--- config.mk ---
export PLATFORM = sky130hd
export DESIGN_NAME = utf8_stream_decoder_top
export DESIGN_NICKNAME = d
export VERILOG_FILES = /design/src/sv/u8sd_pkg.sv /design/src/sv/utf8_stream_decoder_top.sv /design/src/sv/u8sd_decode.sv /design/src/sv/u8sd_expand.sv
export SDC_FILE = /design/constraint.sdc
export NUM_CORES = 1
export LEC_CHECK = 0
export BUFFER_PORTS_ARGS = -buffer_cell sky130_fd_sc_hd__buf_2
export CORE_AREA = 3 3 130 69
export DETAILED_ROUTE_END_ITERATION = 8
export DIE_AREA = 0 0 133 72
export MAX_ROUTING_LAYER = met4
export PLACE_DENSITY = 0.68
export SLEW_MARGIN = 20
export SYNTH_ARGS = -nofsm -noshare
export SYNTH_HDL_FRONTEND = slang
export SYNTH_SLANG_ARGS = --single-unit
--- constraint.sdc ---
create_clock -name clk -period 5.5 [get_ports clk]
set_clock_uncertainty 0.2 [all_clocks]
set_input_delay 0.275 -clock clk [delete_from_list [all_inputs] [get_ports clk]]
set_output_delay 0.275 -clock clk [all_outputs]
set_load 0.01 [all_outputs]
--- src/sv/u8sd_pkg.sv ---
`timescale 1ns / 1ps
// ----------------------------------------------------------------------------
// u8sd_pkg
// Shared types and constants for the UTF-8 stream decoder.
// ----------------------------------------------------------------------------
package u8sd_pkg;

  localparam int unsigned CP_W  = 21;
  localparam int unsigned CNT_W = 3;

  localparam logic [CP_W-1:0] SUBST_CHAR = CP_W'(8'h3f);

  // one raw byte of the stream
  typedef struct packed {
    logic [7:0] data_byte;
    logic       end_of_text;
  } in_item_t;

  // one decoded result
  typedef struct packed {
    logic [CP_W-1:0]  code_point;
    logic             substituted;
    logic [CNT_W-1:0] byte_count;
    logic             last_of_run;
  } out_item_t;

  // all results caused by one byte: leading '?'s, an optional main result,
  // then trailing '?'s from an end-of-text flush
  typedef struct packed {
    logic [1:0]       pre_subst;
    logic             has_main;
    logic [CP_W-1:0]  main_cp;
    logic             main_sub;
    logic [CNT_W-1:0] main_cnt;
    logic [1:0]       post_subst;
  } run_t;

  function automatic logic [CNT_W-1:0] run_len(input run_t r);
    run_len = CNT_W'(r.pre_subst) + CNT_W'(r.has_main) + CNT_W'(r.post_subst);
  endfunction

endpackage

--- src/sv/utf8_stream_decoder_top.sv ---
`timescale 1ns / 1ps
// ----------------------------------------------------------------------------
// utf8_stream_decoder_top
// UTF-8 byte stream to code point decoder with '?' substitution.
// ----------------------------------------------------------------------------
// One byte is taken per cycle while the two-entry run buffer has room; each
// byte is decoded in the cycle it is taken and yields zero to four results,
// which leave one per cycle while out_stall is low, so throughput is one byte
// per cycle whenever a byte averages at most one result and the output is not
// stalled. A byte that only opens or extends a sequence produces nothing. A
// byte's results are registered in the run buffer before they leave. Malformed
// or flushed bytes come out as code point 0x3F with substituted set, one result
// per byte covered; last_of_run marks the final result of each byte.
module utf8_stream_decoder_top (
  input  logic                clk,
  input  logic                rst,
  input  logic                in_valid,
  output logic                in_stall,
  input  u8sd_pkg::in_item_t  in_data,
  output logic                out_valid,
  input  logic                out_stall,
  output u8sd_pkg::out_item_t out_data
);
  import u8sd_pkg::*;

  run_t run;
  logic run_nonempty, take, full;

  assign in_stall = full;
  assign take     = in_valid && !full;

  u8sd_decode u_decode (
    .clk          (clk),
    .rst          (rst),
    .take         (take),
    .item         (in_data),
    .run          (run),
    .run_nonempty (run_nonempty)
  );

  u8sd_expand u_expand (
    .clk       (clk),
    .rst       (rst),
    .push      (take && run_nonempty),
    .run_in    (run),
    .full      (full),
    .out_valid (out_valid),
    .out_stall (out_stall),
    .out_item  (out_data)
  );

  // a substitution always stands for a single byte
  assert property (@(posedge clk) disable iff (rst)
    out_valid && out_data.substituted |->
      out_data.code_point == SUBST_CHAR && out_data.byte_count == CNT_W'(1))
    else $error("substitution with wrong payload");

  // decoded results cover one to four bytes
  assert property (@(posedge clk) disable iff (rst)
    out_valid |-> out_data.byte_count != '0 && out_data.byte_count <= CNT_W'(4))
    else $error("byte count out of range");

  // nothing is pending right after reset
  assert property (@(posedge clk) !rst && $past(rst) |-> !out_valid && !in_stall)
    else $error("output pending after reset");

endmodule

--- src/sv/u8sd_decode.sv ---
`timescale 1ns / 1ps
// ----------------------------------------------------------------------------
// u8sd_decode
// Sequence state and per-byte decode into a run of results.
// ----------------------------------------------------------------------------
module u8sd_decode (
  input  logic              clk,
  input  logic              rst,
  input  logic              take,
  input  u8sd_pkg::in_item_t item,
  output u8sd_pkg::run_t    run,
  output logic              run_nonempty
);
  import u8sd_pkg::*;

  logic [2:0]      expected_length, expected_length_next;
  logic [1:0]      bytes_collected, bytes_collected_next;
  logic [CP_W-1:0] partial_code, partial_code_next;

  logic [7:0] b;
  logic       cont;
  logic [2:0] coll_inc;

  assign b        = item.data_byte;
  assign cont     = (b[7:6] == 2'b10);
  assign coll_inc = {1'b0, bytes_collected} + 3'd1;

  always_comb begin
    expected_length_next = expected_length;
    bytes_collected_next = bytes_collected;
    partial_code_next    = partial_code;
    run                  = '0;
    if (expected_length != 3'd0 && cont) begin
      partial_code_next    = {partial_code[CP_W-7:0], b[5:0]};
      bytes_collected_next = coll_inc[1:0];
      if (coll_inc >= expected_length) begin
        run.has_main         = 1'b1;
        run.main_cp          = {partial_code[CP_W-7:0], b[5:0]};
        run.main_cnt         = expected_length;
        expected_length_next = 3'd0;
        bytes_collected_next = 2'd0;
        partial_code_next    = '0;
      end
    end else begin
      // an interrupted sequence gives one '?' per byte held
      if (expected_length != 3'd0) begin
        run.pre_subst = bytes_collected;
      end
      expected_length_next = 3'd0;
      bytes_collected_next = 2'd0;
      partial_code_next    = '0;
      if (!b[7]) begin
        run.has_main = 1'b1;
        run.main_cp  = CP_W'(b);
        run.main_cnt = 3'd1;
      end else if (b[7:5] == 3'b110) begin
        expected_length_next = 3'd2;
        bytes_collected_next = 2'd1;
        partial_code_next    = CP_W'(b[4:0]);
      end else if (b[7:4] == 4'b1110) begin
        expected_length_next = 3'd3;
        bytes_collected_next = 2'd1;
        partial_code_next    = CP_W'(b[3:0]);
      end else if (b[7:3] == 5'b11110) begin
        expected_length_next = 3'd4;
        bytes_collected_next = 2'd1;
        partial_code_next    = CP_W'(b[2:0]);
      end else begin
        run.has_main = 1'b1;
        run.main_cp  = SUBST_CHAR;
        run.main_sub = 1'b1;
        run.main_cnt = 3'd1;
      end
    end
    // end of text flushes whatever is still open
    if (item.end_of_text && expected_length_next != 3'd0) begin
      run.post_subst       = bytes_collected_next;
      expected_length_next = 3'd0;
      bytes_collected_next = 2'd0;
      partial_code_next    = '0;
    end
  end

  assign run_nonempty = (run_len(run) != '0);

  always_ff @(posedge clk) begin
    if (rst) begin
      expected_length <= 3'd0;
      bytes_collected <= 2'd0;
      partial_code    <= '0;
    end else if (take) begin
      expected_length <= expected_length_next;
      bytes_collected <= bytes_collected_next;
      partial_code    <= partial_code_next;
    end
  end

endmodule

--- src/sv/u8sd_expand.sv ---
`timescale 1ns / 1ps
// ----------------------------------------------------------------------------
// u8sd_expand
// Two-entry run buffer that plays each run out as single results.
// ----------------------------------------------------------------------------
module u8sd_expand (
  input  logic               clk,
  input  logic               rst,
  input  logic               push,
  input  u8sd_pkg::run_t     run_in,
  output logic               full,
  output logic               out_valid,
  input  logic               out_stall,
  output u8sd_pkg::out_item_t out_item
);
  import u8sd_pkg::*;

  run_t             entries [2];
  logic             wr_ptr, rd_ptr;
  logic [1:0]       count, count_next;
  logic [CNT_W-1:0] idx;

  run_t             head;
  logic [CNT_W-1:0] head_len;
  logic             is_last, pop, xfer;

  assign head      = entries[rd_ptr];
  assign head_len  = run_len(head);
  assign is_last   = (idx == head_len - CNT_W'(1));
  assign out_valid = (count != 2'd0);
  assign full      = (count == 2'd2);
  assign xfer      = out_valid && !out_stall;
  assign pop       = xfer && is_last;

  always_comb begin
    out_item             = '0;
    out_item.last_of_run = is_last;
    if (head.has_main && idx == CNT_W'(head.pre_subst)) begin
      out_item.code_point  = head.main_cp;
      out_item.substituted = head.main_sub;
      out_item.byte_count  = head.main_cnt;
    end else begin
      out_item.code_point  = SUBST_CHAR;
      out_item.substituted = 1'b1;
      out_item.byte_count  = CNT_W'(1);
    end
  end

  always_comb begin
    count_next = count;
    if (push && !pop) begin
      count_next = count + 2'd1;
    end else if (pop && !push) begin
      count_next = count - 2'd1;
    end
  end

  always_ff @(posedge clk) begin
    if (push) begin
      entries[wr_ptr] <= run_in;
    end
  end

  always_ff @(posedge clk) begin
    if (rst) begin
      wr_ptr <= 1'b0;
      rd_ptr <= 1'b0;
      count  <= 2'd0;
      idx    <= '0;
    end else begin
      count <= count_next;
      if (push) begin
        wr_ptr <= ~wr_ptr;
      end
      if (pop) begin
        rd_ptr <= ~rd_ptr;
        idx    <= '0;
      end else if (xfer) begin
        idx <= idx + CNT_W'(1);
      end
    end
  end

endmodule
==> impl_metrics.toml <==
[outcome]
outcome = "complete, no violations"

[critical_path]
arrival_ns = 4.75
critPathRequiredTime_ns = 5.57
path_max_fanout = 4
worstSetupPathType = "reg -> reg"
crit_path_start_kind = "flip-flop"
end_kind = "flip-flop"

[global_routing]
grtUsageTotal_pct = 18.1
grt_pass1_wl_um = 13000
grt-ovfl-total = 0
antenna_found_initial = 0
grt_pass1_vias = 2581
grt_start_max_net_pins = 34

[worst_hold_path]
min_path_type = "in -> reg"

[timing]
rsz0062_at_grt = "no"
max_freq_mhz = 214
slew_headroom_pct = 35.2
fin_crit_sh_pct = 85.0
period_needed_ns = 4.67
finalSetupViolations = 0
finalHoldViolations = 0
tns_ns = 0
timing.hold.ws_ns = 0.0650
finalMaxSlewViolations = 0
worst_pin_slew_ns = 0.972

[layout]
antenna_cells = 0
fin_nets = 389
final_common_cell = "edfxtp_1"
mostFrequentLayoutCells = "edfxtp_1, buf_2, nor2_1"
drive_above_1_share_pct = 18.7
fill_cells = 652
area.growth.synth_to_final_pct = 15.7

[power]
peakVddDrop_mv = 0.162
total_power_mw = 1.81
p_leak_nw = 1.71
p_per_area_nw_per_um2 = 396

[floorplanning]
row_count = 23
coreArea_um2 = 7910
initial_core_util_pct = 50.0
die_y_um = 72
fp.dieW_um = 133
dieArea_um2 = 9580
ios = 41

[placed_design]
hpwl_um = 5460
gp_congestion = 0.861
portBuffers = 40

[detailed_routing]
detail_route.iter0.violations = 184
post_drt_wl_per_cell_um = 16.3
via_per_inst = 5.35
final_antenna_net_count = 0
drc_errors = 0
finalWirelength_um = 7850
drt_pre_antenna_iters = 5
vias = 2571

[run]
cap_violations = 0

[clock_network]
clock_sinks = 88
cts-root-buf = "clkbuf_16"
path_clk_slew_ns = 0.06
clock_tree.buffer_depth = 2
cts_max_level = 3
cts_buffers = 9
post-cts-setup-buffers = 0
cts_tree = "built"
hold_buffers = 0
cts_resized = 0
worstSkewPairLatency_ns = 0.34

[synth]
ys_seq_area_share_pct = 59.7
yosysTopAreaCell = "edfxtp_1"
async_flop_share_pct = 0
synth_area_per_cell_um2 = 12.2
ys_ff_latch = 88
synthFlopType = "edfxtp_1"
synth_area_leaders = "edfxtp_1, dfxtp_1, mux2i_1, nor2_1, ha_1"
synth_cells = 323
syn_area_um2 = 3960
ys_warn_count = 0
synth_edf_count = 60
synth.top_cell.area_share_pct = 45.5
synth.distinct_cells = 44
synth_nets = 348
==> metal layers <==
| metal | global-route usage, % | wire length [um] | up-vias | share of wire, % |
|---|---|---|---|---|
| li1 | - | - | 1252 | - |
| met1 | 21.5 | 3650 | 1250 | 46 |
| met2 | 29.9 | 3710 | 56 | 47 |
| met3 | 5.68 | 385 | 13 | 4.9 |
| met4 | 5.76 | 106 | 0 | 1.4 |
| met5 | - | 0 | - | 0 |
==> cell usage after synthesis (all sizes together) (4+ instances only) <==
cell / n
clkbuf: 8
and3: 4
xnor2: 4
buf: 6
and2: 15
nor3: 4
o21a: 7
a22o: 11
inv: 15
a21oi: 9
ha: 9
edfxtp: 60
a211o: 8
nor2b: 12
nor2: 32
nand2: 13
xor2: 4
nand3: 6
dfxtp: 28
nand3b: 4
o21ai: 10
or3: 5
mux2i: 23
==> kinds of logic (layout without fill, tap and decap cells) <==
| group | Yosys count | count (layout) | synth area share, % |
|---|---|---|---|
| AND/OR/NAND/NOR | 109 | 109 | 14.8 |
| flip-flops | 88 | 88 | 59.7 |
| AO/OA/AOI/OAI | 53 | 53 | 9.55 |
| buffers and inverters | 29 | 75 | 3.29 |
| multiplexers | 23 | 23 | 5.91 |
| adder cells (fa/ha/maj) | 12 | 12 | 4.36 |
| XOR/XNOR | 9 | 9 | 2.37 |
==> worst max-delay path: stages (launching register included) <==
cell      delay [ns]
dfxtp_1         0.33
ha_1            0.34
ha_1            0.21
a21oi_1         0.16
o211ai_1        0.16
o22ai_1         0.23
nand2_1         0.11
nor3b_1         0.42
fa_1            0.25
inv_1           0.05
fa_1            0.47
nand2_1         0.04
o21ai_0         0.67
inv_1           0.11
ha_1            0.34
or3_1           0.38
a21oi_1         0.14
==> cell type report <==
class                           instances  area (um2)  area share [%]
Inverter                               15        56.3            1.23
Tap cell                              112         140            3.06
Sequential cell                        88        2360            51.6
Multi-Input combinational cell        206        1470            32.1
Clock buffer                           14         307            6.69
Timing Repair Buffer                   44         230            5.03
Clock inverter                          2        13.8           0.301
==> flip-flops by register name, indices dropped and copies added, names as in the netlist, named ones only <==
signal / flops
u_decode.bytes_collected: 2
u_decode.expected_length: 3
u_decode.partial_code: 15
u_expand.count: 2
u_expand.entries: 60
u_expand.idx: 3
u_expand.rd_ptr: 1
u_expand.wr_ptr: 1
==> path summary, 6_finish.rpt <==
check        slack [ns]                        end  depth (start not counted)                         from
max                0.83          u_expand.count[1]                         16  u_decode.bytes_collected[0]
min                0.07            u_expand.idx[1]                          4                    out_stall
max reg2reg        0.83          u_expand.count[1]                         16  u_decode.bytes_collected[0]
min reg2reg        0.27  u_decode.partial_code[13]                          1    u_decode.partial_code[13]
==> power by group <==
| part | switching (mW) | total [mW] | internal, mW |
|---|---|---|---|
| sequential | 0.0295 | 0.812 | 0.783 |
| combinational | 0.224 | 0.373 | 0.149 |
| clock | 0.241 | 0.628 | 0.387 |
==> per-stage QoR <==
stage | worst slack (ns) | area, um2 | util, % | std cells
floorplan | 0.622 | 3960 | - | 323
global placement | 1.03 | 4260 | 53.8 | 465
detailed placement | 0.886 | 4260 | 53.8 | 465
CTS | 0.872 | 4580 | 57.9 | 481
global route | 0.536 | 4580 | 57.9 | 481
finish | 0.825 | 4580 | 57.9 | 481
Note: power is estimated with default switching activity, not from simulation.
